==> src/rtl/cse_pkg.sv <==
`timescale 1ns / 1ps
// ----------------------------------------------------------------------------
// cse_pkg: shared types and constants of the Chebyshev series evaluator
// Fixed-point widths, microcode control word and the microcode ROM.
// ----------------------------------------------------------------------------
package cse_pkg;

	// fixed-point format
	localparam int X_FRAC_BITS = 16;
	localparam int ACC_WIDTH   = 48;
	localparam int X_W         = X_FRAC_BITS + 2;
	localparam int COEF_W      = 32;
	localparam int SUM_W       = 48;
	localparam int PROD_W      = COEF_W + X_W;
	localparam int ONE_X       = 1 << X_FRAC_BITS;
	localparam int X_HALF      = 1 << (X_FRAC_BITS - 1);

	// series position: order 0, order 1, order 2 and up
	typedef enum logic [1:0] {
		PH_ORDER0 = 2'd0,
		PH_ORDER1 = 2'd1,
		PH_RECUR  = 2'd2
	} phase_t;

	// sequencer steps (program addresses)
	typedef enum logic [2:0] {
		STEP_FETCH = 3'd0,
		STEP_REC   = 3'd1,
		STEP_TSEL  = 3'd2,
		STEP_MULT  = 3'd3,
		STEP_ACC   = 3'd4
	} step_t;

	// multiplier operand selection
	typedef enum logic [1:0] {
		MUL_NONE = 2'd0,
		MUL_REC  = 2'd1,
		MUL_TERM = 2'd2
	} mul_sel_t;

	// hold conditions: while true the sequencer stays on the step
	typedef enum logic [1:0] {
		HOLD_NEVER   = 2'd0,
		HOLD_NO_IN   = 2'd1,
		HOLD_OUT_BSY = 2'd2
	} hold_t;

	typedef struct packed {
		logic     fetch;
		mul_sel_t mul_sel;
		logic     t_upd;
		logic     acc_upd;
		hold_t    hold;
		step_t    next;
	} ucode_t;

	// control from sequencer to datapath
	typedef struct packed {
		logic     load_in;
		mul_sel_t mul_sel;
		logic     t_upd;
		logic     acc_upd;
	} dp_ctrl_t;

	// microcode ROM
	function automatic ucode_t ucode_rom(step_t step);
		ucode_t w;
		w = '{fetch: 1'b0, mul_sel: MUL_NONE, t_upd: 1'b0, acc_upd: 1'b0,
			hold: HOLD_NEVER, next: STEP_FETCH};
		unique case (step)
			STEP_FETCH: begin
				w.fetch = 1'b1;
				w.hold  = HOLD_NO_IN;
				w.next  = STEP_REC;
			end
			STEP_REC: begin
				w.mul_sel = MUL_REC;
				w.next    = STEP_TSEL;
			end
			STEP_TSEL: begin
				w.t_upd = 1'b1;
				w.next  = STEP_MULT;
			end
			STEP_MULT: begin
				w.mul_sel = MUL_TERM;
				w.next    = STEP_ACC;
			end
			STEP_ACC: begin
				w.acc_upd = 1'b1;
				w.hold    = HOLD_OUT_BSY;
				w.next    = STEP_FETCH;
			end
			default: begin
				w.next = STEP_FETCH;
			end
		endcase
		return w;
	endfunction

endpackage

==> src/rtl/cse_if.sv <==
`timescale 1ns / 1ps
// ----------------------------------------------------------------------------
// cse_in_if / cse_out_if: valid/ready channels of the series evaluator
// Input carries one coefficient per transaction, output one series sum.
// ----------------------------------------------------------------------------
interface cse_in_if;
	logic                               valid;
	logic                               ready;
	logic signed [cse_pkg::X_W-1:0]     x_value;
	logic signed [cse_pkg::COEF_W-1:0]  coefficient;
	logic                               last_term;

	modport source (output valid, output x_value, output coefficient,
		output last_term, input ready);
	modport sink (input valid, input x_value, input coefficient,
		input last_term, output ready);
endinterface

interface cse_out_if;
	logic                               valid;
	logic                               ready;
	logic signed [cse_pkg::SUM_W-1:0]   series_sum;
	logic                               overflow;

	modport source (output valid, output series_sum, output overflow, input ready);
	modport sink (input valid, input series_sum, input overflow, output ready);
endinterface

==> src/rtl/cse_datapath.sv <==
`timescale 1ns / 1ps
// ----------------------------------------------------------------------------
// cse_datapath: recurrence and multiply-accumulate datapath
// One shared 32x18 multiplier, T recurrence registers, saturating accumulator.
// ----------------------------------------------------------------------------
module cse_datapath (
	input  logic                                  clk,
	input  logic                                  arst_n,
	input  cse_pkg::dp_ctrl_t                     ctrl,
	input  logic signed [cse_pkg::X_W-1:0]        x_value,
	input  logic signed [cse_pkg::COEF_W-1:0]     coefficient,
	input  logic                                  last_term,
	output logic                                  last,
	output logic signed [cse_pkg::ACC_WIDTH-1:0]  acc_next,
	output logic                                  ovf_next
);

	localparam int REC_W = cse_pkg::PROD_W + 2;
	localparam int TRM_W = cse_pkg::PROD_W + 1;
	localparam int ADD_W = ((cse_pkg::ACC_WIDTH > TRM_W) ? cse_pkg::ACC_WIDTH : TRM_W) + 2;
	localparam logic signed [ADD_W-1:0] ACC_MAX =
		ADD_W'({1'b0, {(cse_pkg::ACC_WIDTH-1){1'b1}}});
	localparam logic signed [ADD_W-1:0] ACC_MIN = -ACC_MAX - ADD_W'(1);

	cse_pkg::phase_t                        phase_q;
	logic signed [cse_pkg::X_W-1:0]         held_x_q;
	logic signed [cse_pkg::X_W-1:0]         prev_q;
	logic signed [cse_pkg::X_W-1:0]         prev2_q;
	logic signed [cse_pkg::COEF_W-1:0]      coef_q;
	logic                                   last_q;
	logic signed [cse_pkg::PROD_W-1:0]      prod_q;
	logic signed [cse_pkg::ACC_WIDTH-1:0]   acc_q;
	logic                                   ovf_q;

	logic signed [cse_pkg::X_W-1:0]         x_clamped;
	logic signed [cse_pkg::COEF_W-1:0]      mul_a;
	logic signed [REC_W-1:0]                rec_sum;
	logic signed [REC_W-1:0]                rec_t;
	logic signed [cse_pkg::X_W-1:0]         rec_clamped;
	logic signed [cse_pkg::X_W-1:0]         t_val;
	logic signed [TRM_W-1:0]                trm_sum;
	logic signed [TRM_W-1:0]                term;
	logic signed [ADD_W-1:0]                acc_sum;

	// x limited to [-1,1]
	always_comb begin
		if (x_value > cse_pkg::X_W'(cse_pkg::ONE_X))
			x_clamped = cse_pkg::X_W'(cse_pkg::ONE_X);
		else if (x_value < -cse_pkg::X_W'(cse_pkg::ONE_X))
			x_clamped = -cse_pkg::X_W'(cse_pkg::ONE_X);
		else
			x_clamped = x_value;
	end

	// recurrence: round(2*x*T[i-1]) - T[i-2], clamped to [-1,1]
	always_comb begin
		rec_sum = (REC_W'(prod_q) <<< 1) + REC_W'(cse_pkg::X_HALF);
		rec_t   = (rec_sum >>> cse_pkg::X_FRAC_BITS) - REC_W'(prev2_q);
		if (rec_t > REC_W'(cse_pkg::ONE_X))
			rec_clamped = cse_pkg::X_W'(cse_pkg::ONE_X);
		else if (rec_t < -REC_W'(cse_pkg::ONE_X))
			rec_clamped = -cse_pkg::X_W'(cse_pkg::ONE_X);
		else
			rec_clamped = cse_pkg::X_W'(rec_t);
	end

	// T of the current order
	always_comb begin
		unique case (phase_q)
			cse_pkg::PH_ORDER0: t_val = cse_pkg::X_W'(cse_pkg::ONE_X);
			cse_pkg::PH_ORDER1: t_val = held_x_q;
			default:            t_val = rec_clamped;
		endcase
	end

	// shared multiplier operand; second operand is always T[i-1] / T[i]
	always_comb begin
		case (ctrl.mul_sel)
			cse_pkg::MUL_TERM: mul_a = coef_q;
			default:           mul_a = cse_pkg::COEF_W'(held_x_q);
		endcase
	end

	// rounded term and saturating add
	always_comb begin
		trm_sum = TRM_W'(prod_q) + TRM_W'(cse_pkg::X_HALF);
		term    = trm_sum >>> cse_pkg::X_FRAC_BITS;
		acc_sum = ADD_W'(acc_q) + ADD_W'(term);
		ovf_next = ovf_q;
		if (acc_sum > ACC_MAX) begin
			acc_next = cse_pkg::ACC_WIDTH'(ACC_MAX);
			ovf_next = 1'b1;
		end else if (acc_sum < ACC_MIN) begin
			acc_next = cse_pkg::ACC_WIDTH'(ACC_MIN);
			ovf_next = 1'b1;
		end else begin
			acc_next = cse_pkg::ACC_WIDTH'(acc_sum);
		end
	end

	assign last = last_q;

	// control and recurrence state: phase, held x, T history, accumulator, sticky flag
	always_ff @(posedge clk or negedge arst_n) begin
		if (!arst_n) begin
			phase_q  <= cse_pkg::PH_ORDER0;
			held_x_q <= '0;
			prev_q   <= '0;
			prev2_q  <= '0;
			acc_q    <= '0;
			ovf_q    <= 1'b0;
		end else begin
			if (ctrl.load_in && phase_q == cse_pkg::PH_ORDER0)
				held_x_q <= x_clamped;
			if (ctrl.t_upd) begin
				prev_q  <= t_val;
				prev2_q <= prev_q;
				if (phase_q == cse_pkg::PH_ORDER0)
					phase_q <= cse_pkg::PH_ORDER1;
				else
					phase_q <= cse_pkg::PH_RECUR;
			end
			if (ctrl.acc_upd) begin
				if (last_q) begin
					acc_q   <= '0;
					ovf_q   <= 1'b0;
					phase_q <= cse_pkg::PH_ORDER0;
				end else begin
					acc_q <= acc_next;
					ovf_q <= ovf_next;
				end
			end
		end
	end

	// payload registers
	always_ff @(posedge clk) begin
		if (ctrl.load_in) begin
			coef_q <= coefficient;
			last_q <= last_term;
		end
		if (ctrl.mul_sel != cse_pkg::MUL_NONE)
			prod_q <= mul_a * prev_q;
	end

endmodule

==> src/rtl/chebyshev_series_eval_unit.sv <==
`timescale 1ns / 1ps
// ----------------------------------------------------------------------------
// chebyshev_series_eval_unit: fixed-point Chebyshev series evaluator
// Microcoded sequencer over a shared multiplier datapath.
// ----------------------------------------------------------------------------
// Usage:
//   in_ch  : one transaction per coefficient, order 0 first. x_value is taken
//            from the first transaction of a series (clamped to [-1,1]) and
//            ignored afterwards. last_term = 1 closes the series.
//   out_ch : one transaction per series: saturated sum (16 fraction bits)
//            and a sticky overflow flag for that series.
// Timing:
//   Every coefficient passes through the steps fetch, recurrence multiply,
//   T update, coefficient multiply and accumulate; the single shared
//   multiplier is why they run in sequence. in_ch.ready is high only on
//   the fetch step. The sum appears in the output register in the cycle
//   after the accumulate step of the last coefficient.
// Reset:
//   arst_n clears the sequencer, accumulator, recurrence state and output
//   valid; the block then waits for order 0.
// Stall:
//   A held result does not block the next series from starting; only the
//   accumulate step of a following last coefficient waits for the output
//   register to drain.
// ----------------------------------------------------------------------------
module chebyshev_series_eval_unit (
	input  logic      clk,
	input  logic      arst_n,
	cse_in_if.sink    in_ch,
	cse_out_if.source out_ch
);

	cse_pkg::step_t                        pc_q;
	cse_pkg::step_t                        pc_next;
	cse_pkg::ucode_t                       uw;
	cse_pkg::dp_ctrl_t                     dp_ctrl;
	logic                                  hold;
	logic                                  dp_last;
	logic signed [cse_pkg::ACC_WIDTH-1:0]  acc_next;
	logic                                  ovf_next;
	logic                                  out_valid_q;
	logic signed [cse_pkg::SUM_W-1:0]      sum_q;
	logic                                  ovf_q;
	logic                                  out_load;

	// microcode fetch and hold decision
	always_comb begin
		uw = cse_pkg::ucode_rom(pc_q);
		unique case (uw.hold)
			cse_pkg::HOLD_NO_IN:   hold = !in_ch.valid;
			cse_pkg::HOLD_OUT_BSY: hold = dp_last && out_valid_q && !out_ch.ready;
			default:               hold = 1'b0;
		endcase
		pc_next = hold ? pc_q : uw.next;

		dp_ctrl.load_in = uw.fetch && in_ch.valid;
		dp_ctrl.mul_sel = uw.mul_sel;
		dp_ctrl.t_upd   = uw.t_upd;
		dp_ctrl.acc_upd = uw.acc_upd && !hold;
		out_load        = dp_ctrl.acc_upd && dp_last;
	end

	assign in_ch.ready = uw.fetch;

	// step counter
	always_ff @(posedge clk or negedge arst_n) begin
		if (!arst_n)
			pc_q <= cse_pkg::STEP_FETCH;
		else
			pc_q <= pc_next;
	end

	cse_datapath u_dp (
		.clk         (clk),
		.arst_n      (arst_n),
		.ctrl        (dp_ctrl),
		.x_value     (in_ch.x_value),
		.coefficient (in_ch.coefficient),
		.last_term   (in_ch.last_term),
		.last        (dp_last),
		.acc_next    (acc_next),
		.ovf_next    (ovf_next)
	);

	// output register
	always_ff @(posedge clk or negedge arst_n) begin
		if (!arst_n)
			out_valid_q <= 1'b0;
		else if (out_load)
			out_valid_q <= 1'b1;
		else if (out_ch.ready)
			out_valid_q <= 1'b0;
	end

	always_ff @(posedge clk) begin
		if (out_load) begin
			sum_q <= cse_pkg::SUM_W'(acc_next);
			ovf_q <= ovf_next;
		end
	end

	assign out_ch.valid      = out_valid_q;
	assign out_ch.series_sum = sum_q;
	assign out_ch.overflow   = ovf_q;

endmodule
==> src/flat_wrapper.sv <==
// flat-port wrapper written by rule: the top's interface ports become plain ports
module chebyshev_series_eval_unit_flat 
  (clk, arst_n, in_ch_valid, in_ch_x_value, in_ch_coefficient, in_ch_last_term, in_ch_ready, out_ch_valid, out_ch_series_sum, out_ch_overflow, out_ch_ready);
  cse_in_if in_ch_i ();
  cse_out_if out_ch_i ();
  input  logic clk;
  input  logic arst_n;
  input wire logic [$bits(in_ch_i.valid)-1:0] in_ch_valid;
  input wire logic [$bits(in_ch_i.x_value)-1:0] in_ch_x_value;
  input wire logic [$bits(in_ch_i.coefficient)-1:0] in_ch_coefficient;
  input wire logic [$bits(in_ch_i.last_term)-1:0] in_ch_last_term;
  output wire logic [$bits(in_ch_i.ready)-1:0] in_ch_ready;
  output wire logic [$bits(out_ch_i.valid)-1:0] out_ch_valid;
  output wire logic [$bits(out_ch_i.series_sum)-1:0] out_ch_series_sum;
  output wire logic [$bits(out_ch_i.overflow)-1:0] out_ch_overflow;
  input wire logic [$bits(out_ch_i.ready)-1:0] out_ch_ready;
  assign in_ch_i.valid = in_ch_valid;
  assign in_ch_i.x_value = in_ch_x_value;
  assign in_ch_i.coefficient = in_ch_coefficient;
  assign in_ch_i.last_term = in_ch_last_term;
  assign in_ch_ready = in_ch_i.ready;
  assign out_ch_valid = out_ch_i.valid;
  assign out_ch_series_sum = out_ch_i.series_sum;
  assign out_ch_overflow = out_ch_i.overflow;
  assign out_ch_i.ready = out_ch_ready;
  chebyshev_series_eval_unit u_core (.clk(clk), .arst_n(arst_n), .in_ch(in_ch_i), .out_ch(out_ch_i));
endmodule
==> config.mk <==
export PLATFORM = sky130hd
export DESIGN_NAME = chebyshev_series_eval_unit_flat
export DESIGN_NICKNAME = d
export VERILOG_FILES = /design/src/rtl/cse_pkg.sv /design/src/rtl/cse_if.sv /design/src/rtl/cse_datapath.sv /design/src/rtl/chebyshev_series_eval_unit.sv /design/src/flat_wrapper.sv
export SDC_FILE = /design/constraint.sdc
export NUM_CORES = 2
export LEC_CHECK = 0
export ABC_AREA = 1
export ABC_CLOCK_PERIOD_IN_PS = 17000
export BUFFER_PORTS_ARGS = -buffer_cell sky130_fd_sc_hd__buf_2
export CAP_MARGIN = 15
export CORE_MARGIN = 2
export CORE_UTILIZATION = 35
export CTS_BUF_LIST = sky130_fd_sc_hd__clkbuf_16
export CTS_CLUSTER_SIZE = 28
export DETAILED_ROUTE_END_ITERATION = 16
export PLACE_DENSITY = 0.56
export SKIP_CTS_REPAIR_TIMING = 1
export SYNTH_ARGS = -nofsm -noshare
export SYNTH_HDL_FRONTEND = slang
export SYNTH_SLANG_ARGS = --single-unit
==> constraint.sdc <==
create_clock -name clk -period 17 [get_ports clk]
set_input_delay 0.85 -clock clk [delete_from_list [all_inputs] [get_ports clk]]
set_output_delay 0.85 -clock clk [all_outputs]
set_load 0.05 [all_outputs]
# ---- Word-level counts from Yosys, hierarchy flattened
# Cells that the tools add are included.
dict set report totals {
  reg_bits 241
  output_inout_bits 51
  word_cells 70
}
dict set report classes {
  n_addsub 4
  multipliers 1
  magnitude_cmp 6
  n_eq_ne 8
  muxes 25
  n_reduce_logical 13
}
# operator count
set op_table {}
lappend op_table {{two-way mux 48 bit} 3}
lappend op_table {{two-way mux 18 bit} 4}
lappend op_table {{adder 51 x 17 -> 52 bit, second input constant} 1}
lappend op_table {{adder 50 x 17 -> 51 bit, second input constant} 1}
lappend op_table {{multiplier 32 x 18 -> 50 bit} 1}
lappend op_table {{adder 48 x 35 -> 49 bit} 1}
lappend op_table {{greater-than comparator 49 x 48 -> 1 bit, second input constant} 1}
lappend op_table {{less-than comparator 49 x 48 -> 1 bit, second input constant} 1}
lappend op_table {{greater-than comparator 37 x 18 -> 1 bit, second input constant} 1}
lappend op_table {{less-than comparator 37 x 17 -> 1 bit, second input constant} 1}
lappend op_table {{subtractor 36 x 18 -> 37 bit} 1}
lappend op_table {{one-hot mux 18 bit (2 select lines)} 1}
lappend op_table {{two-way mux 32 bit} 1}
lappend op_table {{greater-than comparator 18 bit, second input constant} 1}
lappend op_table {{less-than comparator 18 x 17 -> 1 bit, second input constant} 1}
lappend op_table {{one-hot mux 3 bit (4 select lines)} 1}
lappend op_table {{two-way mux 1 bit} 8}
lappend op_table {{two-way mux 2 bit} 4}
lappend op_table {{one-hot mux 2 bit (2 select lines)} 2}
lappend op_table {{== test 3 x 2 -> 1 bit, second input constant} 2}
lappend op_table {{logical AND 1 bit} 6}
lappend op_table {{== test 2 x 1 -> 1 bit, second input constant} 2}
lappend op_table {{== test 2 bit, second input constant} 2}
lappend op_table {{nonzero test 2 bit} 2}
lappend op_table {{other kinds (6)} 8}

# ---- Depth between registers and ports, before layout
dict set report logic_depth {
  word_depth 8
  depth_mapped 34
  ltp_nobuf 33
}

# ---- Cells and area by module
# From an unflattened synthesis, not the netlist that was laid out.
dict set report unflattened {
  cells_unflattened 4652
  area_unflattened_um2 35962.0
}
# module n_inst cells_per_inst area_per_inst_um2
set by_module_without_submodules {}
lappend by_module_without_submodules {cse_datapath 1 4571 34250.3}
lappend by_module_without_submodules {chebyshev_series_eval_unit 1 81 1711.6}

# ---- Worst setup path before layout
# OpenSTA, ideal clock, no wires.
dict set report synth_path {
  kind {register to register}
  start {reg u_core.pc_q[1]}
  end {reg u_core.u_dp.prod_q[42] in the netlist's numbering (data pin)}
  arrival_time_ns 6.593
  required_ns 16.735
  slack_ns 10.142
  path_stages_with_launch 27
  n_path_buf 2
  synth_period_minus_slack_ns 6.858
  cell_sequence {dfrtp_1 nand3_1 clkbuf_1 clkbuf_1 nand2_1 o21ai_1 clkinv_1 nand2_1 fa_1 fa_1 inv_1 fa_1 fa_1 fa_1 inv_1 fa_1 inv_1 ha_1 a21oi_1 inv_1 a31oi_1 o211ai_1 a21oi_1 o21ai_0 nand3_1 o21ai_0 xor2_1}
}
dict set report synth_between {
  elab_chain_cells 5
  word_cells_on_any_way 6
  classes_between {mul: 1; eq/ne: 3; mux: 2}
}
# item line_no
set synth_rtl {}
lappend synth_rtl {{start, declared} chebyshev_series_eval_unit.sv:33} ;# cse_pkg::step_t pc_q;
lappend synth_rtl {{start signal, assigned} chebyshev_series_eval_unit.sv:68} ;# pc_q <= cse_pkg::STEP_FETCH;
lappend synth_rtl {{start signal, assigned} chebyshev_series_eval_unit.sv:70} ;# pc_q <= pc_next;
lappend synth_rtl {{== test 3 x 2 -> 1 bit or == test 3 x 1 -> 1 bit (tied branches)} cse_pkg.sv:70} ;# unique case (step)
lappend synth_rtl {{one-hot mux 2 bit (2 select lines) *} cse_pkg.sv:70}
lappend synth_rtl {{== test 2 bit *} cse_datapath.sv:78} ;# case (ctrl.mul_sel)
lappend synth_rtl {{two-way mux 32 bit *} cse_datapath.sv:78}
lappend synth_rtl {{multiplier 32 x 18 -> 50 bit *} cse_datapath.sv:143} ;# prod_q <= mul_a * prev_q;
lappend synth_rtl {{end signal, assigned} cse_datapath.sv:143}
lappend synth_rtl {{end, declared} cse_datapath.sv:31} ;# logic signed [cse_pkg::PROD_W-1:0] prod_q;
# Every way passes the cells marked *; elsewhere a longest branch is shown, timed or not.
# A chain may end at the register's enable or synchronous reset.

# ---- Worst setup path in the final report
dict set report layout_path {
  start {reg u_core.pc_q[2]}
  end {reg u_core.u_dp.prod_q[42] in the netlist's numbering (data pin)}
}
# Same word-level chain as after synthesis.

==> run_results.csv <==
group,metric,value,unit
run_status,status,"complete, no violations",
setup_path,r2r_cells,24,
synth,yosysMostFrequentCell,"nand2_1",
route,route.antenna.remaining_nets,0,
grt,antenna_found_initial,2,
grt,grt_pass1_vias,31081,
clock_network,cts_tree,"built",
place,portBuffers,105,
clock_network,htree_levels,1,
synth,synth_edf_count,118,
setup_path,required,17.33,ns
die,core,0.103,mm²
timing,hold_viol,0,
setup_path,crit_slowest_cell,"o21ai_1",
place,hpwl,95200,µm
layout,synthToLayoutAreaGrowth,8.64,%
timing,clock_skew,0.0553,ns
setup_path,critPathCaptureType,"flop",
timing,fin_crit_sh,0.479,
synth,synth_nets,5574,
grt,grt_start_max_net_pins,58,
clock_network,clock_path_buffers,3,
die,row_count,118,
synth,syn-cell-area,0.0362,mm²
die,dieArea,0.106,mm²
clock_network,cts_sinks,227,
timing,grt_setup_unrepaired,"no",
synth,synth_compound_area_frac,0.0713,
setup_path,crit_path_frequent_cell,"fa_1",
synth,synth_top_family_by_area,"adder cells",
layout,nets,5644,
synth,synthAdderAreaFrac,0.376,
timing,timing.hold.ws,0.331,ns
layout,instances_no_fill,6234,
die,die_h,326,µm
synth,synth-xor-area-share,0.0387,
die,ios,106,
route,drt_iter0_drc,2204,
layout,drive_gt1_frac,0.0540,
timing,final-setup-viol-count,0,
setup_path,critPathMaxStageDelay,0.86,ns
route,first_pass_iters,6,
route,route.detailed.drc,0,
synth,synth_top_area_share,0.306,
route,num_vias,30261,
setup_path,worstReg2RegEnd,"u_core.u_dp.prod_q[42]$_DFFE_PP_",
synth,synth_seq_cells,227,
timing,relSlewSlack,0.299,
clock_network,clk_latency,0.61,ns
timing,tightest_slew,1.05,ns
clock_network,clk_pin_slew,0.06,ns
synth,yosys.area_share.simple,0.209,
synth,async_flop_share,0.480,
route,routed_wl,116000,µm
worst_hold_path,hold_path.class,"in2async",
place,placed_cells,6183,
clock_network,cts_made_buffers,28,
route,wl_per_cell,18.6,µm
timing,fin_crit,8.14,ns
setup_path,regToRegStartpoint,"u_core.pc_q[2]$_DFFE_PN0N_",
grt,track_usage,0.220,
synth,yosys.cell_types.count,52,
synth,avgSynthCellArea,7.61,µm²
timing,fmax,123,MHz
grt,grt_pass1_wl,181000,µm
layout,antenna_cells,0,
timing,setup-tns-final,0,ns
place,place_congestion,0.953,
die,start_util,0.352,
synth,yosysTopAreaCell,"fa_1",
synth,netlist_top_cells_count,"nand2_1, inv_1, fa_1, nor2_1, a21oi_1",
setup_path,cp-start-kind,"flop",
synth,ys_top_cells_by_area,"fa_1, nand2_1, inv_1",
synth,synth.yosys.seq_area_share,0.173,
setup_path,path_max_fanout,51,
run,cap_violations,0,
setup_path,rrSetupSlack,8.86,ns
setup_path,cp.arrival,8.47,ns
synth,synth_ff_type,"edfxtp_1",
synth,postSynthCellCount,4763,
synth,synth_warnings,0,
timing,drv_slew,0,
grt,overflow,0,
setup_path,cp_cell_sequence,"inv_1 > nand3_2 > buf_4 > o21ai_1 > clkinv_1 > nor2_1 > fa_1 > fa_1 > fa_1 > fa_1 > fa_1 > inv_1 > fa_1 > inv_1 > ha_1 > nand2_1 > nor2_1 > inv_1 > nor3_1 > a21oi_1 > o21ai_0 > nand3_1 > o21ai_0 > xor2_1",
synth,muxShareOfSynthArea,0.000276,
route,vias_per_cell,4.85,
clock_network,cts_root_buf,"clkbuf_16",
die,dieWidth,326,µm
setup_path,path_class,"reg2reg",
-- flip-flops by register name (all words and copies together) (netlist names) --
signal / flops
u_core.out_ch.overflow: 1
u_core.out_ch.series_sum: 48
u_core.out_ch.valid: 1
u_core.pc_q: 3
u_core.u_dp.acc_q: 48
u_core.u_dp.coef_q: 32
u_core.u_dp.held_x_q: 18
u_core.u_dp.last: 1
u_core.u_dp.ovf_q: 1
u_core.u_dp.phase_q: 2
u_core.u_dp.prev2_q: 18
u_core.u_dp.prev_q: 18
u_core.u_dp.prod_q: 36
-- worst max-delay path by stage --
stage | startpoint | end | slack (ns) | depth (start not counted)
2_1_floorplan | u_core.pc_q[1]$_DFFE_PN0N_ | u_core.u_dp.prod_q[42]$_DFFE_PP_ | 10.14 | 26
3_3_place_gp | u_core.pc_q[2]$_DFFE_PN0N_ | u_core.u_dp.prod_q[42]$_DFFE_PP_ | 8.81 | 24
3_5_place_dp | u_core.pc_q[2]$_DFFE_PN0N_ | u_core.u_dp.prod_q[42]$_DFFE_PP_ | 8.81 | 24
4_1_cts | u_core.pc_q[2]$_DFFE_PN0N_ | u_core.u_dp.prod_q[42]$_DFFE_PP_ | 8.87 | 24
5_1_grt | u_core.pc_q[2]$_DFFE_PN0N_ | u_core.u_dp.prod_q[42]$_DFFE_PP_ | 8.39 | 25
6_report | u_core.pc_q[2]$_DFFE_PN0N_ | u_core.u_dp.prod_q[42]$_DFFE_PP_ | 8.86 | 24
-- cell usage in the layout, fill, tap and decap left out, types with 18 or more instances in the layout --
cell type  count
nor3_1        34
ha_1         202
buf_2        104
xor2_1       108
edfxtp_1     118
fa_1         554
clkbuf_16     30
a21oi_1      210
nand4_1       27
xnor2_1       49
nand3_1      102
nor4_1        20
nor2_1       501
dfrtp_1      109
inv_1       1121
o21ai_0      112
buf_4         51
a31oi_1       41
o21ai_1       18
nand2_1     1166
clkinv_1      23
-- cell families after synthesis --
| kind of cell | Yosys count |
|---|---|
| AO/OA/AOI/OAI | 460 |
| XOR/XNOR | 158 |
| adder cells (fa/ha/maj) | 756 |
| buffers and inverters | 1257 |
| flip-flops | 227 |
| multiplexers | 1 |
| AND/OR/NAND/NOR | 1904 |
-- layer usage --
metal	global-route usage	part of all wire
met5	0	0.00021
met4	0.0549	0.026
met3	0.0256	0.059
met2	0.372	0.47
met1	0.301	0.44
-- final cells by class --
cell class	instances	area, µm²
Clock buffer	30	751
Timing Repair Buffer	155	903
Clock inverter	21	198
Inverter	1142	4290
Sequential cell	227	6270
Fill cell	10976	63700
Tap cell	1380	1730
Multi-Input combinational cell	3279	25200
-- through the flow --
stage / setup slack, ns / cell area, µm² / util
floorplan: 10.14 / 36200 / -
global placement: 8.81 / 38400 / 0.373
detailed placement: 8.81 / 38400 / 0.373
CTS: 8.87 / 39400 / 0.382
global route: 8.39 / 39400 / 0.382
finish: 8.86 / 39400 / 0.382
-- critical path, delay by kind of cell (launching register included) --
family                     cells  cell delay [ns]
DFF                            1             0.41
buffers and inverters          6             1.19
AOI/OAI and AO/OA              4             1.70
xor gates and xnor gates       1             0.14
and+or+nand+nor                6             0.97
adders and majority gates      7             3.49
Power is not shown: default switching activity piles up to over one toggle a cycle in this logic, so the estimate is an artifact.
